==> config.mk <==
export PLATFORM = sky130hd
export DESIGN_NAME = exception_entry_and_msr_unit
export DESIGN_NICKNAME = d
export VERILOG_FILES = /design/src/eemu_pkg.sv /design/src/exception_entry_and_msr_unit.sv /design/src/eemu_prio_enc.sv /design/src/eemu_next_state.sv
export SDC_FILE = /design/constraint.sdc
export NUM_CORES = 1
export LEC_CHECK = 0
export BUFFER_PORTS_ARGS = -buffer_cell sky130_fd_sc_hd__buf_2
export CAP_MARGIN = 15
export CORE_ASPECT_RATIO = 0.5
export CORE_MARGIN = 2
export CORE_UTILIZATION = 30
export CTS_CLUSTER_SIZE = 10
export DETAILED_ROUTE_END_ITERATION = 8
export GPL_ROUTABILITY_DRIVEN = 0
export PLACE_DENSITY_LB_ADDON = 0.25
export SYNTH_ARGS = -nofsm -noshare
export SYNTH_HDL_FRONTEND = slang
export SYNTH_SLANG_ARGS = --single-unit
==> constraint.sdc <==
create_clock -name clk -period 18.7 [get_ports clk]
set_input_delay 3.74 -clock clk [delete_from_list [all_inputs] [get_ports clk]]
set_output_delay 3.74 -clock clk [all_outputs]
set_load 0.02 [all_outputs]
==> src/eemu_pkg.sv <==
// Shared types, opcodes, bit masks and vector table for the exception entry unit.
package eemu_pkg;

    // Operation codes carried by the opcode field.
    typedef enum logic [2:0] {
        OP_RAISE     = 3'd0,
        OP_TAKE      = 3'd1,
        OP_RFI       = 3'd2,
        OP_MT_WORD   = 3'd3,
        OP_MT_DWORD  = 3'd4,
        OP_READ      = 3'd5
    } opcode_t;

    localparam int EXC_COUNT = 14;
    localparam int EXC_IDX_W = 4;
    localparam int DATA_W    = 64;

    // Exception kinds by priority position in the pending set.
    localparam logic [EXC_IDX_W-1:0] EXC_SYSTEM_RESET = 4'd0;
    localparam logic [EXC_IDX_W-1:0] EXC_MACHINE_CHECK = 4'd1;

    // Architectural state kept by the unit.
    typedef struct packed {
        logic [DATA_W-1:0]    msr;
        logic [DATA_W-1:0]    save_address;
        logic [DATA_W-1:0]    save_state;
        logic [EXC_COUNT-1:0] pending;
    } eemu_state_t;

    // Fields of one result besides the state copies.
    typedef struct packed {
        logic [DATA_W-1:0] new_address;
        logic              vector_taken;
        logic              checkstop;
    } eemu_result_t;

    // Outcome of the pending-set priority search.
    typedef struct packed {
        logic                 found;
        logic [EXC_IDX_W-1:0] idx;
    } eemu_prio_t;

    // Mask of big-endian bits first..last (bit 0 is the most significant).
    function automatic logic [DATA_W-1:0] be_range(input int first, input int last);
        logic [DATA_W-1:0] m;
        m = '0;
        for (int i = 0; i < DATA_W; i++) begin
            if (i >= first && i <= last) begin
                m[DATA_W-1-i] = 1'b1;
            end
        end
        return m;
    endfunction

    // Single-bit masks in big-endian numbering.
    localparam logic [DATA_W-1:0] B0  = be_range(0, 0);
    localparam logic [DATA_W-1:0] B1  = be_range(1, 1);
    localparam logic [DATA_W-1:0] B47 = be_range(47, 47);
    localparam logic [DATA_W-1:0] B49 = be_range(49, 49);
    localparam logic [DATA_W-1:0] B51 = be_range(51, 51);
    localparam logic [DATA_W-1:0] B58 = be_range(58, 58);
    localparam logic [DATA_W-1:0] B59 = be_range(59, 59);
    localparam logic [DATA_W-1:0] B63 = be_range(63, 63);

    // State bits saved on exception entry.
    localparam logic [DATA_W-1:0] TAKE_SAVE_MASK =
        B0 | be_range(48, 55) | be_range(57, 59) | be_range(62, 63);
    // State bits cleared on exception entry.
    localparam logic [DATA_W-1:0] TAKE_CLEAR_MASK =
        be_range(45, 45) | be_range(48, 50) | be_range(52, 55) | B58 | B59
        | be_range(61, 62);
    // Save register bits cleared by a system reset.
    localparam logic [DATA_W-1:0] SRESET_CLEAR_MASK = be_range(33, 36) | be_range(42, 47);
    // Bits restored directly by return from interrupt.
    localparam logic [DATA_W-1:0] RFI_COPY_MASK =
        be_range(1, 2) | be_range(4, 32) | be_range(37, 41) | be_range(52, 58)
        | be_range(60, 63);
    // Bits copied by the move-to forms.
    localparam logic [DATA_W-1:0] MT_SHORT_MASK = be_range(48, 62);
    localparam logic [DATA_W-1:0] MT_COMMON_MASK =
        be_range(49, 50) | be_range(52, 57) | be_range(60, 63);
    localparam logic [DATA_W-1:0] MT_WORD_MASK  = MT_COMMON_MASK | be_range(32, 47);
    localparam logic [DATA_W-1:0] MT_DWORD_MASK =
        MT_COMMON_MASK | be_range(1, 2) | be_range(4, 47);

    // Fixed vector address of each exception kind.
    function automatic logic [DATA_W-1:0] vector_addr(input logic [EXC_IDX_W-1:0] idx);
        logic [DATA_W-1:0] v;
        unique case (idx)
            4'd0:    v = 64'h100;
            4'd1:    v = 64'h200;
            4'd2:    v = 64'hC00;
            4'd3:    v = 64'h800;
            4'd4:    v = 64'h700;
            4'd5:    v = 64'h300;
            4'd6:    v = 64'h380;
            4'd7:    v = 64'h600;
            4'd8:    v = 64'hD00;
            4'd9:    v = 64'h400;
            4'd10:   v = 64'h480;
            4'd11:   v = 64'h500;
            4'd12:   v = 64'h900;
            4'd13:   v = 64'hF00;
            default: v = '0;
        endcase
        return v;
    endfunction

endpackage

==> src/exception_entry_and_msr_unit.sv <==
// Top level: input register, state registers and result register.
// Datapath: an accepted item is held in the input register, passes through the
// combinational next-state logic, and its result is captured in the result register.
// Throughput: one item per cycle while out_ready stays high; the single pass of
// bit copies and the 14-way priority encoder sets the cycle.
// Reset: rst_n clears the state word, both save registers and the pending set.
module exception_entry_and_msr_unit (
    input  logic                           clk,
    input  logic                           rst_n,
    input  logic                           in_valid,
    output logic                           in_ready,
    input  logic [2:0]                     opcode,
    input  logic [eemu_pkg::DATA_W-1:0]    current_address,
    input  logic [eemu_pkg::DATA_W-1:0]    source_value,
    input  logic                           l_flag,
    input  logic [eemu_pkg::EXC_COUNT-1:0] raise_mask,
    output logic                           out_valid,
    input  logic                           out_ready,
    output logic [eemu_pkg::DATA_W-1:0]    new_address,
    output logic                           vector_taken,
    output logic                           checkstop,
    output logic [eemu_pkg::DATA_W-1:0]    read_value,
    output logic [eemu_pkg::DATA_W-1:0]    saved_address,
    output logic [eemu_pkg::DATA_W-1:0]    saved_state
);
    import eemu_pkg::*;

    logic                 in_valid_reg;
    opcode_t              op_reg;
    logic [DATA_W-1:0]    addr_reg;
    logic [DATA_W-1:0]    src_reg;
    logic                 lflag_reg;
    logic [EXC_COUNT-1:0] mask_reg;

    eemu_state_t          state_reg;
    eemu_state_t          state_next;
    eemu_result_t         result_next;

    logic                 out_valid_reg;
    eemu_result_t         result_reg;
    eemu_state_t          out_state_reg;

    logic                 proc_fire;
    logic                 in_fire;

    // Handshake: the input stage advances when the result stage is free or draining.
    assign proc_fire = in_valid_reg && (!out_valid_reg || out_ready);
    assign in_ready  = !in_valid_reg || proc_fire;
    assign in_fire   = in_valid && in_ready;

    // Input register control.
    always_ff @(posedge clk or negedge rst_n)
    begin
        if (!rst_n) begin
            in_valid_reg <= 1'b0;
        end else if (in_ready) begin
            in_valid_reg <= in_valid;
        end
    end

    // Input register payload.
    always_ff @(posedge clk)
    begin
        if (in_fire) begin
            op_reg    <= opcode_t'(opcode);
            addr_reg  <= current_address;
            src_reg   <= source_value;
            lflag_reg <= l_flag;
            mask_reg  <= raise_mask;
        end
    end

    eemu_next_state u_next (
        .state_cur       (state_reg),
        .opcode          (op_reg),
        .current_address (addr_reg),
        .source_value    (src_reg),
        .l_flag          (lflag_reg),
        .raise_mask      (mask_reg),
        .state_nxt       (state_next),
        .result          (result_next)
    );

    // Architectural state updates once per processed item.
    always_ff @(posedge clk or negedge rst_n)
    begin
        if (!rst_n) begin
            state_reg <= '0;
        end else if (proc_fire) begin
            state_reg <= state_next;
        end
    end

    // Result register control.
    always_ff @(posedge clk or negedge rst_n)
    begin
        if (!rst_n) begin
            out_valid_reg <= 1'b0;
        end else if (proc_fire) begin
            out_valid_reg <= 1'b1;
        end else if (out_ready) begin
            out_valid_reg <= 1'b0;
        end
    end

    // Result register payload.
    always_ff @(posedge clk)
    begin
        if (proc_fire) begin
            result_reg    <= result_next;
            out_state_reg <= state_next;
        end
    end

    assign out_valid     = out_valid_reg;
    assign new_address   = result_reg.new_address;
    assign vector_taken  = result_reg.vector_taken;
    assign checkstop     = result_reg.checkstop;
    assign read_value    = out_state_reg.msr;
    assign saved_address = out_state_reg.save_address;
    assign saved_state   = out_state_reg.save_state;

    // A take never both vectors and checkstops.
    assert property (@(posedge clk) disable iff (!rst_n)
        out_valid_reg |-> !(result_reg.vector_taken && result_reg.checkstop))
        else $error("vector and checkstop reported together");

    // Vector addresses all lie in the low page.
    assert property (@(posedge clk) disable iff (!rst_n)
        (out_valid_reg && result_reg.vector_taken) |-> (result_reg.new_address[63:12] == '0))
        else $error("vector address out of range");

    // Only a raise can add pending flags.
    assert property (@(posedge clk) disable iff (!rst_n)
        (proc_fire && op_reg != OP_RAISE)
        |=> ((state_reg.pending & ~$past(state_reg.pending)) == '0))
        else $error("pending flag appeared without a raise");

    // A reported result matches the state that was committed with it.
    assert property (@(posedge clk) disable iff (!rst_n)
        proc_fire |=> (out_state_reg == state_reg))
        else $error("result state differs from committed state");

    // The input stage is stalled only while it holds an item.
    assert property (@(posedge clk) disable iff (!rst_n)
        !in_ready |-> in_valid_reg)
        else $error("input stalled while empty");

endmodule

==> src/eemu_prio_enc.sv <==
// Fixed-priority encoder over the pending exception flags.
module eemu_prio_enc (
    input  logic [eemu_pkg::EXC_COUNT-1:0] pending,
    output eemu_pkg::eemu_prio_t           prio
);
    import eemu_pkg::*;

    // Lowest set bit wins; scan from the top so the last hit is the winner.
    always_comb
    begin
        prio.found = |pending;
        prio.idx   = '0;
        for (int k = EXC_COUNT - 1; k >= 0; k--) begin
            if (pending[k]) begin
                prio.idx = EXC_IDX_W'(k);
            end
        end
    end

endmodule

==> src/eemu_next_state.sv <==
// Combinational next-state and result logic for one operation.
module eemu_next_state (
    input  eemu_pkg::eemu_state_t          state_cur,
    input  eemu_pkg::opcode_t              opcode,
    input  logic [eemu_pkg::DATA_W-1:0]    current_address,
    input  logic [eemu_pkg::DATA_W-1:0]    source_value,
    input  logic                           l_flag,
    input  logic [eemu_pkg::EXC_COUNT-1:0] raise_mask,
    output eemu_pkg::eemu_state_t          state_nxt,
    output eemu_pkg::eemu_result_t         result
);
    import eemu_pkg::*;

    eemu_prio_t        prio;
    logic [DATA_W-1:0] msr;
    logic [DATA_W-1:0] srr1;
    logic [DATA_W-1:0] take_msr;
    logic [DATA_W-1:0] rfi_msr;
    logic [DATA_W-1:0] mt_msr;
    logic [DATA_W-1:0] mt_mask;
    logic              mce;

    eemu_prio_enc u_prio (
        .pending (state_cur.pending),
        .prio    (prio)
    );

    assign msr  = state_cur.msr;
    assign srr1 = state_cur.save_state;
    assign mce  = |(msr & B51);

    // State word after exception entry, before the machine-check adjustment.
    always_comb
    begin
        take_msr = (msr | B0) & ~TAKE_CLEAR_MASK;
        take_msr = (take_msr & ~B63) | ({DATA_W{|(msr & B47)}} & B63);
    end

    // Return from interrupt: two merged bits, then the copied ranges.
    always_comb
    begin
        rfi_msr = msr;
        rfi_msr = (rfi_msr & ~B0) | ({DATA_W{|(srr1 & (B0 | B1))}} & B0);
        rfi_msr = (rfi_msr & ~B59) | ({DATA_W{|(srr1 & (B59 | B49))}} & B59);
        rfi_msr = (rfi_msr & ~RFI_COPY_MASK) | (srr1 & RFI_COPY_MASK);
    end

    // Move-to in long and short forms.
    always_comb
    begin
        mt_msr  = msr;
        mt_mask = MT_WORD_MASK;
        if (l_flag) begin
            mt_msr = (msr & ~MT_SHORT_MASK) | (source_value & MT_SHORT_MASK);
        end else begin
            mt_msr = (mt_msr & ~B58)
                   | ({DATA_W{|(source_value & (B58 | B49))}} & B58);
            mt_msr = (mt_msr & ~B59)
                   | ({DATA_W{|(source_value & (B59 | B49))}} & B59);
            if (opcode == OP_MT_DWORD) begin
                mt_msr  = (mt_msr & ~B0)
                        | ({DATA_W{|(source_value & (B0 | B1))}} & B0);
                mt_mask = MT_DWORD_MASK;
            end
            mt_msr = (mt_msr & ~mt_mask) | (source_value & mt_mask);
        end
    end

    // Operation select.
    always_comb
    begin
        state_nxt          = state_cur;
        result.new_address = current_address;
        result.vector_taken = 1'b0;
        result.checkstop   = 1'b0;
        unique case (opcode)
            OP_RAISE: begin
                state_nxt.pending = state_cur.pending | raise_mask;
            end
            OP_TAKE: begin
                if (prio.found) begin
                    state_nxt.save_state   = (srr1 & ~TAKE_SAVE_MASK)
                                           | (msr & TAKE_SAVE_MASK);
                    state_nxt.msr          = take_msr;
                    state_nxt.save_address = current_address;
                    state_nxt.pending      = state_cur.pending
                                           & ~(EXC_COUNT'(1) << prio.idx);
                    if (prio.idx == EXC_SYSTEM_RESET) begin
                        state_nxt.save_state = state_nxt.save_state & ~SRESET_CLEAR_MASK;
                    end
                    if (prio.idx == EXC_MACHINE_CHECK && !mce) begin
                        result.checkstop = 1'b1;
                    end else begin
                        if (prio.idx == EXC_MACHINE_CHECK) begin
                            state_nxt.msr = take_msr & ~B51;
                        end
                        result.new_address  = vector_addr(prio.idx);
                        result.vector_taken = 1'b1;
                    end
                end
            end
            OP_RFI: begin
                state_nxt.msr = rfi_msr;
            end
            OP_MT_WORD, OP_MT_DWORD: begin
                state_nxt.msr = mt_msr;
            end
            OP_READ: begin
                state_nxt = state_cur;
            end
            default: begin
                state_nxt = state_cur;
            end
        endcase
    end

endmodule
==> impl_metrics.env <==
export IMPL_outcome="completed"
export IMPL_yosysTopAreaCell="edfxtp_1"
export IMPL_num_nets_final=1936
export IMPL_slew_headroom=0.2990
export IMPL_dp_cells=2616
export IMPL_final_cells=2730
export IMPL_grt_usage=0.1367
export IMPL_routed_top_layer="met4"
export IMPL_cellPowerDensity_mw_per_mm2=128.8
export IMPL_ir_drop_mv=0.06902
export IMPL_grt_pass1_wl_um=72310
export IMPL_crit_fanout=3
export IMPL_synth_edf_count=363
export IMPL_postCtsHoldBufs=0
export IMPL_cts_repair_resized=0
export IMPL_cts_inserted_buffers=59
export IMPL_ys_seq_area_frac=0.7450
export IMPL_final_common_cell="buf_2"
export IMPL_synthAdderAreaFrac=0.003703
export IMPL_dpl_instance_area_sq_mm=0.02301
export IMPL_path_clk_slew_ns=0.06
export IMPL_cp_num_buf_inv=2
export IMPL_cts_buffer_depth=3
export IMPL_drv_cap=0
export IMPL_synth_simple_area_share=0.1094
export IMPL_portBuffers=368
export IMPL_cts_tree="done"
export IMPL_core_area_sq_mm=0.06690
export IMPL_cts_setup_buffers=0
export IMPL_netlist_area_leader_share=0.5376
export IMPL_dieArea_sq_mm=0.06980
export IMPL_layout_drive_gt1_share=0.3060
export IMPL_hold_viol_final=0
export IMPL_tightest_slew_ns=1.052
export IMPL_syn_to_final_growth_pct=22.29
export IMPL_grt_max_degree=146
export IMPL_arrival_ns=4.20
export IMPL_max_freq_mhz=126.0
export IMPL_avgSynthCellArea_sq_um=14.43
export IMPL_design_area_sq_mm=0.02479
export IMPL_r2r_start="out_valid"
export IMPL_rsz0062_at_grt="no"
export IMPL_largest_register_ffs=166
export IMPL_drc=0
export IMPL_fin_skew_ns=0.03138
export IMPL_regToRegSetupSlack_ns=14.90
export IMPL_synthArstFlopShare=0.3164
export IMPL_synth_distinct_cells=56
export IMPL_clock_sinks=531
export IMPL_fin_crit_sh=0.4245
export IMPL_startpoint_type="input pin"
export IMPL_ys_flop_type="edfxtp_1"
export IMPL_grt_ovfl_total=0
export IMPL_start_util=0.3031
export IMPL_antenna_found_initial=3
export IMPL_multi_input_area_sq_mm=0.004775
export IMPL_p_leak_nw=10.56
export IMPL_met2_length_um=27580
export IMPL_synth_top_family_by_area="simple AND/OR/NAND/NOR gates"
export IMPL_vias_per_cell=4.371
export IMPL_cts_max_level=2
export IMPL_cp_top_family="buffers and inverters"
export IMPL_period_needed_ns=7.938
export IMPL_die_w_um=371.6
export IMPL_grt_pass1_vias=11660
export IMPL_synthMuxAreaShare=0.05696
export IMPL_dp_hpwl_um=30530
export IMPL_wl_um=48740
export IMPL_tns_ns=0
export IMPL_min_from="state_reg[202]"
export IMPL_drt_initial_drc_count=829
export IMPL_synth_compound_area_frac=0.05499
export IMPL_synth_seq_cells=531
export IMPL_rows=67
export IMPL_finalSetupViolations=0
export IMPL_root_buffer="clkbuf_16"
export IMPL_dr_wl_met3_um=1625
export IMPL_crit_chain="buf_2 -> nand3b_1 -> buf_2"
export IMPL_fill_cells=6463
export IMPL_drv_slew=0
export IMPL_wirelength_met1_um=18610
export IMPL_drt_pass1_iter_count=7
export IMPL_synth_area_leaders="edfxtp_1, dfrtp_1, nand2_1"
export IMPL_clk_latency_ns=0.61
export IMPL_ys_warn_count=0
export IMPL_slowest_delay_ns=0.18
export IMPL_cp_common_cell="buf_2"
export IMPL_ios=410
export IMPL_startpoint="out_ready"
export IMPL_wire_per_inst_um=17.85
export IMPL_cpMaxStageDelayCell="nand3b_1"
export IMPL_synth_cell_area_sq_mm=0.02027
export IMPL_seq_area_sq_mm=0.01510
export IMPL_die_y_um=187.8
export IMPL_drtAntennaViolNets=0
export IMPL_mostFrequentLayoutCells="buf_2, edfxtp_1, nand2_1, dfrtp_1, mux2_2"
export IMPL_synthCells=1405
export IMPL_synth_xor_area_frac=0
export IMPL_criticalPathCategory="in2out"
export IMPL_endpoint_kind="output port"
export IMPL_cp_data_required_time_ns=14.96
export IMPL_vias=11930
export IMPL_hold_class="reg2reg"
-- cell usage after synthesis, types with 2 or more instances --
cell type / count
a21o_1: 4
a21oi_1: 26
a22o_1: 43
a22oi_1: 6
a311oi_1: 3
a31oi_1: 5
a32o_1: 8
a41oi_1: 2
and2_1: 72
buf_1: 10
buf_2: 15
buf_4: 41
clkbuf_1: 43
dfrtp_1: 168
edfxtp_1: 363
ha_1: 6
inv_1: 4
inv_2: 2
mux2_1: 4
mux2_2: 95
mux2i_1: 4
nand2_1: 362
nand2b_1: 6
nand3_1: 5
nand4_1: 3
nor2_1: 19
nor2b_1: 20
nor3_1: 3
nor4_1: 4
o21ai_0: 18
o21ai_1: 4
o21bai_1: 2
o2bb2ai_1: 7
o31ai_1: 5
o41ai_1: 2
-- routing by layer --
layer,vias to the layer above,global-route usage
li1,5689,-
met1,5972,0.1551
met2,197,0.2606
met3,75,0.02433
met4,0,0.03831
met5,-,0
-- power breakdown --
| group | switching, W | internal (W) | total (W) |
|---|---|---|---|
| sequential | 0.0000911 | 0.00149 | 0.00158 |
| combinational | 0.000332 | 0.000201 | 0.000534 |
| clock | 0.000461 | 0.000620 | 0.00108 |
-- kinds of logic (layout without fill, tap and decap cells) --
logic type               count (synthesis)  in the layout
AO/OA/AOI/OAI                          146            146
adder cells (fa/ha/maj)                  6              6
buffers and inverters                  115            501
flip-flops                             531            531
multiplexers                           103            103
other                                    1             43
AND/OR/NAND/NOR                        503            503
-- per-stage QoR --
step	util	total power [W]	setup slack [ns]	hold WS [ns]
finish	0.3706	0.003193	10.76	0.3822
global route	0.3706	0.003355	10.72	0.4118
CTS	0.3705	0.003239	10.76	0.3935
detailed placement	0.3440	0.002144	10.76	0.3785
global placement	0.3440	0.002131	10.76	0.3667
floorplan	-	0.001969	7.653	0.4272
-- area by class of cell --
cell class / instances / area share
Clock buffer: 108 / 0.06823
Sequential cell: 531 / 0.6092
Tap cell: 897 / 0.04527
Inverter: 6 / 0.001211
Antenna cell: 3 / 0.0003028
Timing Repair Buffer: 384 / 0.07999
Clock inverter: 3 / 0.003230
Multi-Input combinational cell: 798 / 0.1926
-- path summary, 6_finish.rpt --
check | depth (start not counted) | end
min | 0 | state_reg[202]
max | 3 | in_ready
max in group asynchronous | 2 | state_reg[115]
min in group asynchronous | 1 | state_reg[163]
min reg2reg | 0 | state_reg[202]
max reg2reg | 6 | read_value[4]
Power figures use the tool's default switching activity.
